<file path="config.mk">
export PLATFORM = sky130hd
export DESIGN_NAME = asrt_cell
export DESIGN_NICKNAME = d
export VERILOG_FILES = /design/src/hdl/asrt_pkg.sv /design/src/hdl/asrt_cell.sv
export SDC_FILE = /design/constraint.sdc
export NUM_CORES = 1
export LEC_CHECK = 0
export CAP_MARGIN = 15
export CORE_AREA = 2 2 523 525
export DETAILED_ROUTE_END_ITERATION = 7
export DIE_AREA = 0 0 525 527
export DONT_BUFFER_PORTS = 1
export GPL_TIMING_DRIVEN = 0
export PLACE_DENSITY = 0.32
export SLEW_MARGIN = 20
export SYNTH_ARGS = -nofsm -noshare
export SYNTH_HDL_FRONTEND = slang
export SYNTH_SLANG_ARGS = --single-unit
</file>
<file path="constraint.sdc">
create_clock -name aclk -period 12.3 [get_ports aclk]
set_input_delay 1.845 -clock aclk [delete_from_list [all_inputs] [get_ports aclk]]
set_output_delay 1.845 -clock aclk [all_outputs]
set_load 0.01 [all_outputs]
</file>
<file path="src/hdl/asrt_pkg.sv">
package asrt_pkg;

    localparam int PAGE_SHIFT = 12;

    typedef enum logic [2:0] {
        ST_OK        = 3'd0,
        ST_OVERLAP   = 3'd1,
        ST_NO_SPACE  = 3'd2,
        ST_FULL      = 3'd3,
        ST_NO_REGION = 3'd4,
        ST_WRITE_PROT = 3'd5
    } status_t;

    localparam logic OP_MAP   = 1'b0;
    localparam logic OP_FAULT = 1'b1;

    typedef struct packed {
        logic        opcode;
        logic [47:0] address;
        logic [46:0] length;
        logic        fixed_request;
        logic [2:0]  prot;
        logic [31:0] map_flags;
        logic [15:0] file_handle;
        logic [47:0] file_offset;
        logic        write_access;
    } req_t;

    typedef struct packed {
        logic [2:0]  status;
        logic [47:0] mapped_base;
        logic [47:0] found_base;
        logic [46:0] found_length;
        logic [2:0]  found_prot;
    } rsp_t;

    // One stored region.
    typedef struct packed {
        logic [47:0] base;
        logic [46:0] length;
        logic [2:0]  prot;
        logic [31:0] flags;
        logic [15:0] file;
        logic [47:0] offset;
    } region_t;

    // Work token passed from cell to cell during a scan.
    typedef struct packed {
        logic        active;
        logic        op;
        logic        fixed;
        logic [49:0] lo;
        logic [49:0] hi_size;
        logic [47:0] addr;
        logic        hit;
        region_t     hit_reg;
    } tok_t;

    typedef enum logic [2:0] {
        S_IDLE, S_SCAN, S_DECIDE, S_INSERT, S_OUT
    } state_t;

endpackage

</file>
<file path="src/hdl/asrt_cell.sv">
module asrt_cell
    import asrt_pkg::*;
(
    input  logic     aclk,
    input  logic     aresetn,
    input  logic     valid_in,      // entry index below count
    input  logic     ins_go,        // insert pulse
    input  logic [47:0] ins_base,
    input  region_t  ins_reg,
    input  region_t  prev_reg,      // left neighbor's entry
    input  logic     prev_gt,       // left neighbor base > insert base
    input  logic     prev_valid,
    input  logic     first,
    input  tok_t     tok_in,
    output tok_t     tok_out,
    output region_t  reg_out,
    output logic     gt_out
);

    region_t reg_reg;
    tok_t    tok_reg;
    logic [49:0] ext_lo;
    logic [49:0] ext_top;
    logic [47:0] len1;
    logic [49:0] cur_hi;
    tok_t    tok_next;

    assign reg_out = reg_reg;
    assign gt_out  = valid_in && (reg_reg.base > ins_base);

    // Extent of the held region.
    always_comb begin
        len1    = (reg_reg.length == '0) ? 48'd1 : {1'b0, reg_reg.length};
        ext_lo  = {2'b00, reg_reg.base[47:PAGE_SHIFT], {PAGE_SHIFT{1'b0}}};
        ext_top = ({2'b00, reg_reg.base} + {2'b00, len1} + 50'hFFF) & ~50'hFFF;
    end

    // Update the scan token with this cell's region.
    always_comb begin
        tok_next = tok_in;
        cur_hi   = tok_in.fixed ? tok_in.hi_size : tok_in.lo + tok_in.hi_size;
        if (tok_in.active && valid_in) begin
            if (tok_in.op == OP_MAP) begin
                if (tok_in.lo < ext_top && ext_lo < cur_hi) begin
                    if (tok_in.fixed) begin
                        tok_next.hit = 1'b1;
                    end else begin
                        tok_next.lo = ext_top;
                    end
                end
            end else if (!tok_in.hit && {2'b00, tok_in.addr} >= {2'b00, reg_reg.base}
                         && {2'b00, tok_in.addr} < ext_top) begin
                tok_next.hit     = 1'b1;
                tok_next.hit_reg = reg_reg;
            end
        end
    end

    always_ff @(posedge aclk) begin
        if (!aresetn) begin
            tok_reg.active <= 1'b0;
        end else begin
            tok_reg <= tok_next;
        end
    end
    assign tok_out = tok_reg;

    // Sorted insert: shift right where the left neighbor is larger.
    always_ff @(posedge aclk) begin
        if (ins_go) begin
            if (!first && prev_valid && prev_gt) begin
                reg_reg <= prev_reg;
            end else if (gt_out || (!valid_in && (first || !prev_valid || !prev_gt)
                         && (first || prev_valid))) begin
                reg_reg <= ins_reg;
            end
        end
    end

endmodule

</file>
======== Yosys cells after proc, flatten, opt, wreduce, memory -nomap -nowiden ========
Cells that the tools add are included.
word-level totals
  flip-flop bits (word level) ............. 540
cells by class
  $lt $le $gt $ge ......................... 5
  muxes and demuxes ....................... 14
  add/subtract/negate cells ............... 3
  reductions and logical operators ........ 21
operators with widths
  operator                  count
  $mux W194                 3
  $mux W195                 2
  $mux W50                  5
  $lt A48 B50 Y1            2
  $add A49 B12 Y50 const B  1
  $add A50 B50 Y50          1
  $lt A50 B50 Y1            1
  $add A48 B47 Y49          1
  $ge A48 B48 Y1            1
  $gt A48 B48 Y1            1
  $logic_not A47 Y1         1
  $mux W47                  1
  $logic_and A1 B1 Y1       9
  $logic_not A1 Y1          5
  $logic_or A1 B1 Y1        4
  $mux W1                   3
  $reduce_and A2 Y1         1
  $reduce_bool A2 Y1        1

======== Depth between registers and ports, before layout ========
  depth after elaboration ................. 9
  depth in mapped cells ................... 29
  mapped depth without buffers ............ 27

======== Least setup slack after synthesis ========
No wires, ideal clock.
  path type ............................... input port to flip-flop
  start ................................... in ins_base[18]
  end ..................................... reg reg_reg, in the netlist reg_out[0] (enable)
  cell stages on the path ................. 14
  data arrival time ....................... 7.675 ns
  path slack .............................. 4.053 ns
  setup time .............................. 0.572 ns
  required time ........................... 11.728 ns
  buffers on the path ..................... 0
  cells stage by stage .................... inv_1 > ha_1 > a21o_1 > a21oi_1 > a21boi_0 > o21a_1 > o21ai_0 > nand2b_1 > a21oi_1 > o31ai_1 > a21oi_1 > o21ai_0 > o211a_1 > o21a_1
between the ends
  cells in the longest elaborated chain, start to end .. 5
ends and longest elaborated chain
  element                       RTL line         text
  from (decl)                   asrt_cell.sv:8   input logic [47:0] ins_base,
  $gt A48 B48 Y1                asrt_cell.sv:29  assign gt_out = valid_in && (reg_reg.base > ins_base);
  $logic_and A1 B1 Y1           asrt_cell.sv:29
  net gt_out                    asrt_cell.sv:17  output logic gt_out
  $logic_or A1 B1 Y1            asrt_cell.sv:73  end else if (gt_out || (!valid_in && (first || !prev_valid || !prev_gt)
  $reduce_bool A2 Y1 (no line)  --
  $reduce_and A2 Y1 (no line)   --
  to (signal assigned)          asrt_cell.sv:72  reg_reg <= prev_reg;
  to (signal assigned)          asrt_cell.sv:75  reg_reg <= ins_reg;
  to (decl)                     asrt_cell.sv:20  region_t reg_reg;
The timed path passes the listed nets, and every way through them passes these cells.
A chain may end at the register's enable or synchronous reset.

==> run metrics <==
outcome=finished, final reports clean; RSZ-0062 raised after global routing=no; I/O Buffers=0; cell-internal power=3870 uW; Comb power frac=18.3%; min Tclk post-route=9780 ps; fin nets=3735; design area=39600 um2; die area=277000 um2; Synth Area in XOR/XNOR=2.00%; post-synthesis register bit count=540; number of setup violations in the final report=0; clock-pin slew on the worst setup and hold paths=60 ps; Worst slew margin=21.9%; Peak Freq=102 MHz; Area after DPL=37100 um2; vias per inst=3.51; top-area cell type share of the netlist area=50.5%; sequential element share of the synthesized area=50.6%; total track usage=14.4%; Die Y=527 um; # DRC=0; CTS Hold Bufs=0; routed wire length=206 mm; CP Data Required Time=12790 ps; Leak=0.0145 uW; instance count of the mapped netlist=2497; GR Util met1=16.1%; setup bufs post-CTS=0; post_cts resized=0; Synth warnings=0; cell taking the most area after synthesis=edfxtp_1; Worst Setup Start Kind=flop; post-synthesis mux area share=15.1%; Post-synth EDFFs=539; WL/cell=32.9 um; initial antenna violation count=73; GP Congestion=0.958; Final Hold Fails=0; most used routing layer=met2; Syn Area/Cell=12.8 um2; simple-gate share of the synthesized area=5.74%; Post-Place Cells=6113; pwr dens=145 nW/um2; Mapped Nets=3627; First DRT Iteration DRCs=1249; first-pass GRT wire length=258 mm; Psw=1880 uW; Worst Skew=90.8 ps; area grow syn2layout=23.6%; post-synthesis cell area=32000 um2; Synth Area in Adders=13.4%; Clock Power Share=39.0%; Distinct cells, synth=72; Fill cells=30300; CTS tree=yes; CP arrival=10270 ps; max-slew violations=0; First-pass DRT Iterations=6; GR Util met2=27.1%; Compound-Gate Fraction of Synth Area=9.26%; Synth Flop Type=edfxtp_1; worst slack, placed=1610 ps; final global-route overflow total=0; CTS sink cnt=540; fin util=14.6%; Net Sw Frac=32.7%; critical path endpoint category=flop; vias in the first global route=23300; Tcrit/Tclk final=79.5%; largest family of logic cells by synthesized area=multiplexers; commonest cells in the netlist=edfxtp_1 (539), mux2_2 (366), ha_1 (340), inv_1 (196), a21oi_1 (126); H-tree depth=3; root buf cell=clkbuf_16; core area=272000 um2; DRT antenna net count=0; WS Path Type=flop to flop; Vias=22000; max_cap viols=0; die width=525 um; crit-path max FO=10; CTS Buf Count=78; CTS max path bufs=4; peak supply drop=0.0000917 V; met3 Usage GRT=3.57%; hpwl dp=177 mm; largest net degree at the start of global routing=141; Cell Rows=192; sequential share of power=42.7%; Ports=1330; async set-or-reset flop fraction in the synthesized netlist=0%; Final WS setup=2520 ps; hold crit path type=flop to flop; proportion of layout cells with a drive suffix above 1=20.6%; most numerous cell in the Yosys netlist=edfxtp_1; WHS=676 ps; final non-filler cell total=6276; Worst Tran Pin Value=1170 ps; clock latency on the worst-skew pair=810 ps; top post-synthesis cells by area=edfxtp_1 (51%), ha_1 (13%), mux2_2 (13%); Initial Utilization=11.8%
## power groups by stage
stage | Sequential [uW] | Clock [uW] | Combinational (uW)
2_1_floorplan | 2330 | 0 | 654
3_3_place_gp | 2550 | 0 | 996
3_5_place_dp | 2520 | 0 | 1060
4_1_cts | 2480 | 2340 | 1070
5_1_grt | 2470 | 2400 | 1170
6_report | 2450 | 2240 | 1050
## placed cells by master, fill, tap and decap left out, drive strengths merged, types with 4 or more instances in the layout
cell type / count
nand3b: 4
a21oi: 126
clkinv: 27
nand4: 48
a211oi: 10
o211ai: 12
nand3: 29
xor2: 25
nor4: 19
ha: 340
a31oi: 15
a221oi: 10
and2: 9
bufinv: 5
nor2b: 31
nor3: 19
xnor2: 48
mux2: 391
o21bai: 16
o31ai: 6
nor2: 69
a21o: 109
a211o: 8
nand2b: 21
o22ai: 5
and3: 11
edfxtp: 539
clkbuf: 161
o21a: 17
o21ai: 99
or3: 8
mux2i: 45
diode: 27
inv: 204
or2: 5
nand2: 63
buf: 59
## registers in the layout (all words and copies together) (netlist names)
name     cells
tok_out    346
reg_out    194
## worst paths after layout
check	endpoint	cells after the start	startpoint	slack, ps
max reg2reg	tok_out[161]	27	reg_out[148]	2520
min reg2reg	tok_out[0]	1	reg_out[0]	680
max	tok_out[161]	27	reg_out[148]	2520
min	tok_out[0]	1	reg_out[0]	680
## layout make-up
cell class / count / area (um2) / area share [%]
repair buffers: 28 / 556 / 1.40
multi-input cells: 1662 / 14600 / 36.9
diodes: 27 / 67.6 / 0.171
flip-flops and latches: 540 / 16200 / 40.9
well taps: 3589 / 4490 / 11.3
clock inverters: 41 / 395 / 0.998
plain buffers: 98 / 519 / 1.31
clock buffers: 94 / 2010 / 5.08
inverters: 197 / 739 / 1.87
## routing by layer
| metal | wire, um | up-vias |
|---|---|---|
| met5 | 45 | - |
| met4 | 4890 | 6 |
| met3 | 12500 | 187 |
| met2 | 110000 | 1062 |
| met1 | 79100 | 11000 |
| li1 | - | 9718 |
## critical path, stage by stage, from the launching register on
cell and delay (ps):
edfxtp_1 730, inv_1 160, ha_1 310, inv_1 40
ha_1 260, nor2b_1 610, a21oi_1 150, o21ai_1 600
o2111ai_1 510, a31oi_1 340, nor2_1 130, o21bai_1 330
a211oi_1 190, xnor2_1 770, ha_1 370, and3_1 190
nand4_1 120, nor2_1 60, or4_1 490, a221oi_1 340
o31ai_1 220, o211ai_1 270, a221o_1 190, o211ai_1 180
o22ai_4 600, buf_4 520, buf_6 320, mux2_2 370
## metrics by stage
| stage | total power [uW] | TNS (ps) |
|---|---|---|
| 4_1_cts | 5880 | 0 |
| 2_1_floorplan | 2990 | 0 |
| 5_1_grt | 6040 | 0 |
| 6_report | 5750 | 0 |
| 3_5_place_dp | 3570 | 0 |
| 3_3_place_gp | 3550 | -301760 |
## cell families (layout without fill, tap and decap cells)
family,Yosys count,count (layout)
compound gates,461,461
buf+inv,295,458
xor+xnor,73,73
other cells,0,27
mux,436,436
fa+ha+maj,342,342
flops,540,540
simple gates,350,350
Note: power is estimated with default switching activity, not from simulation.
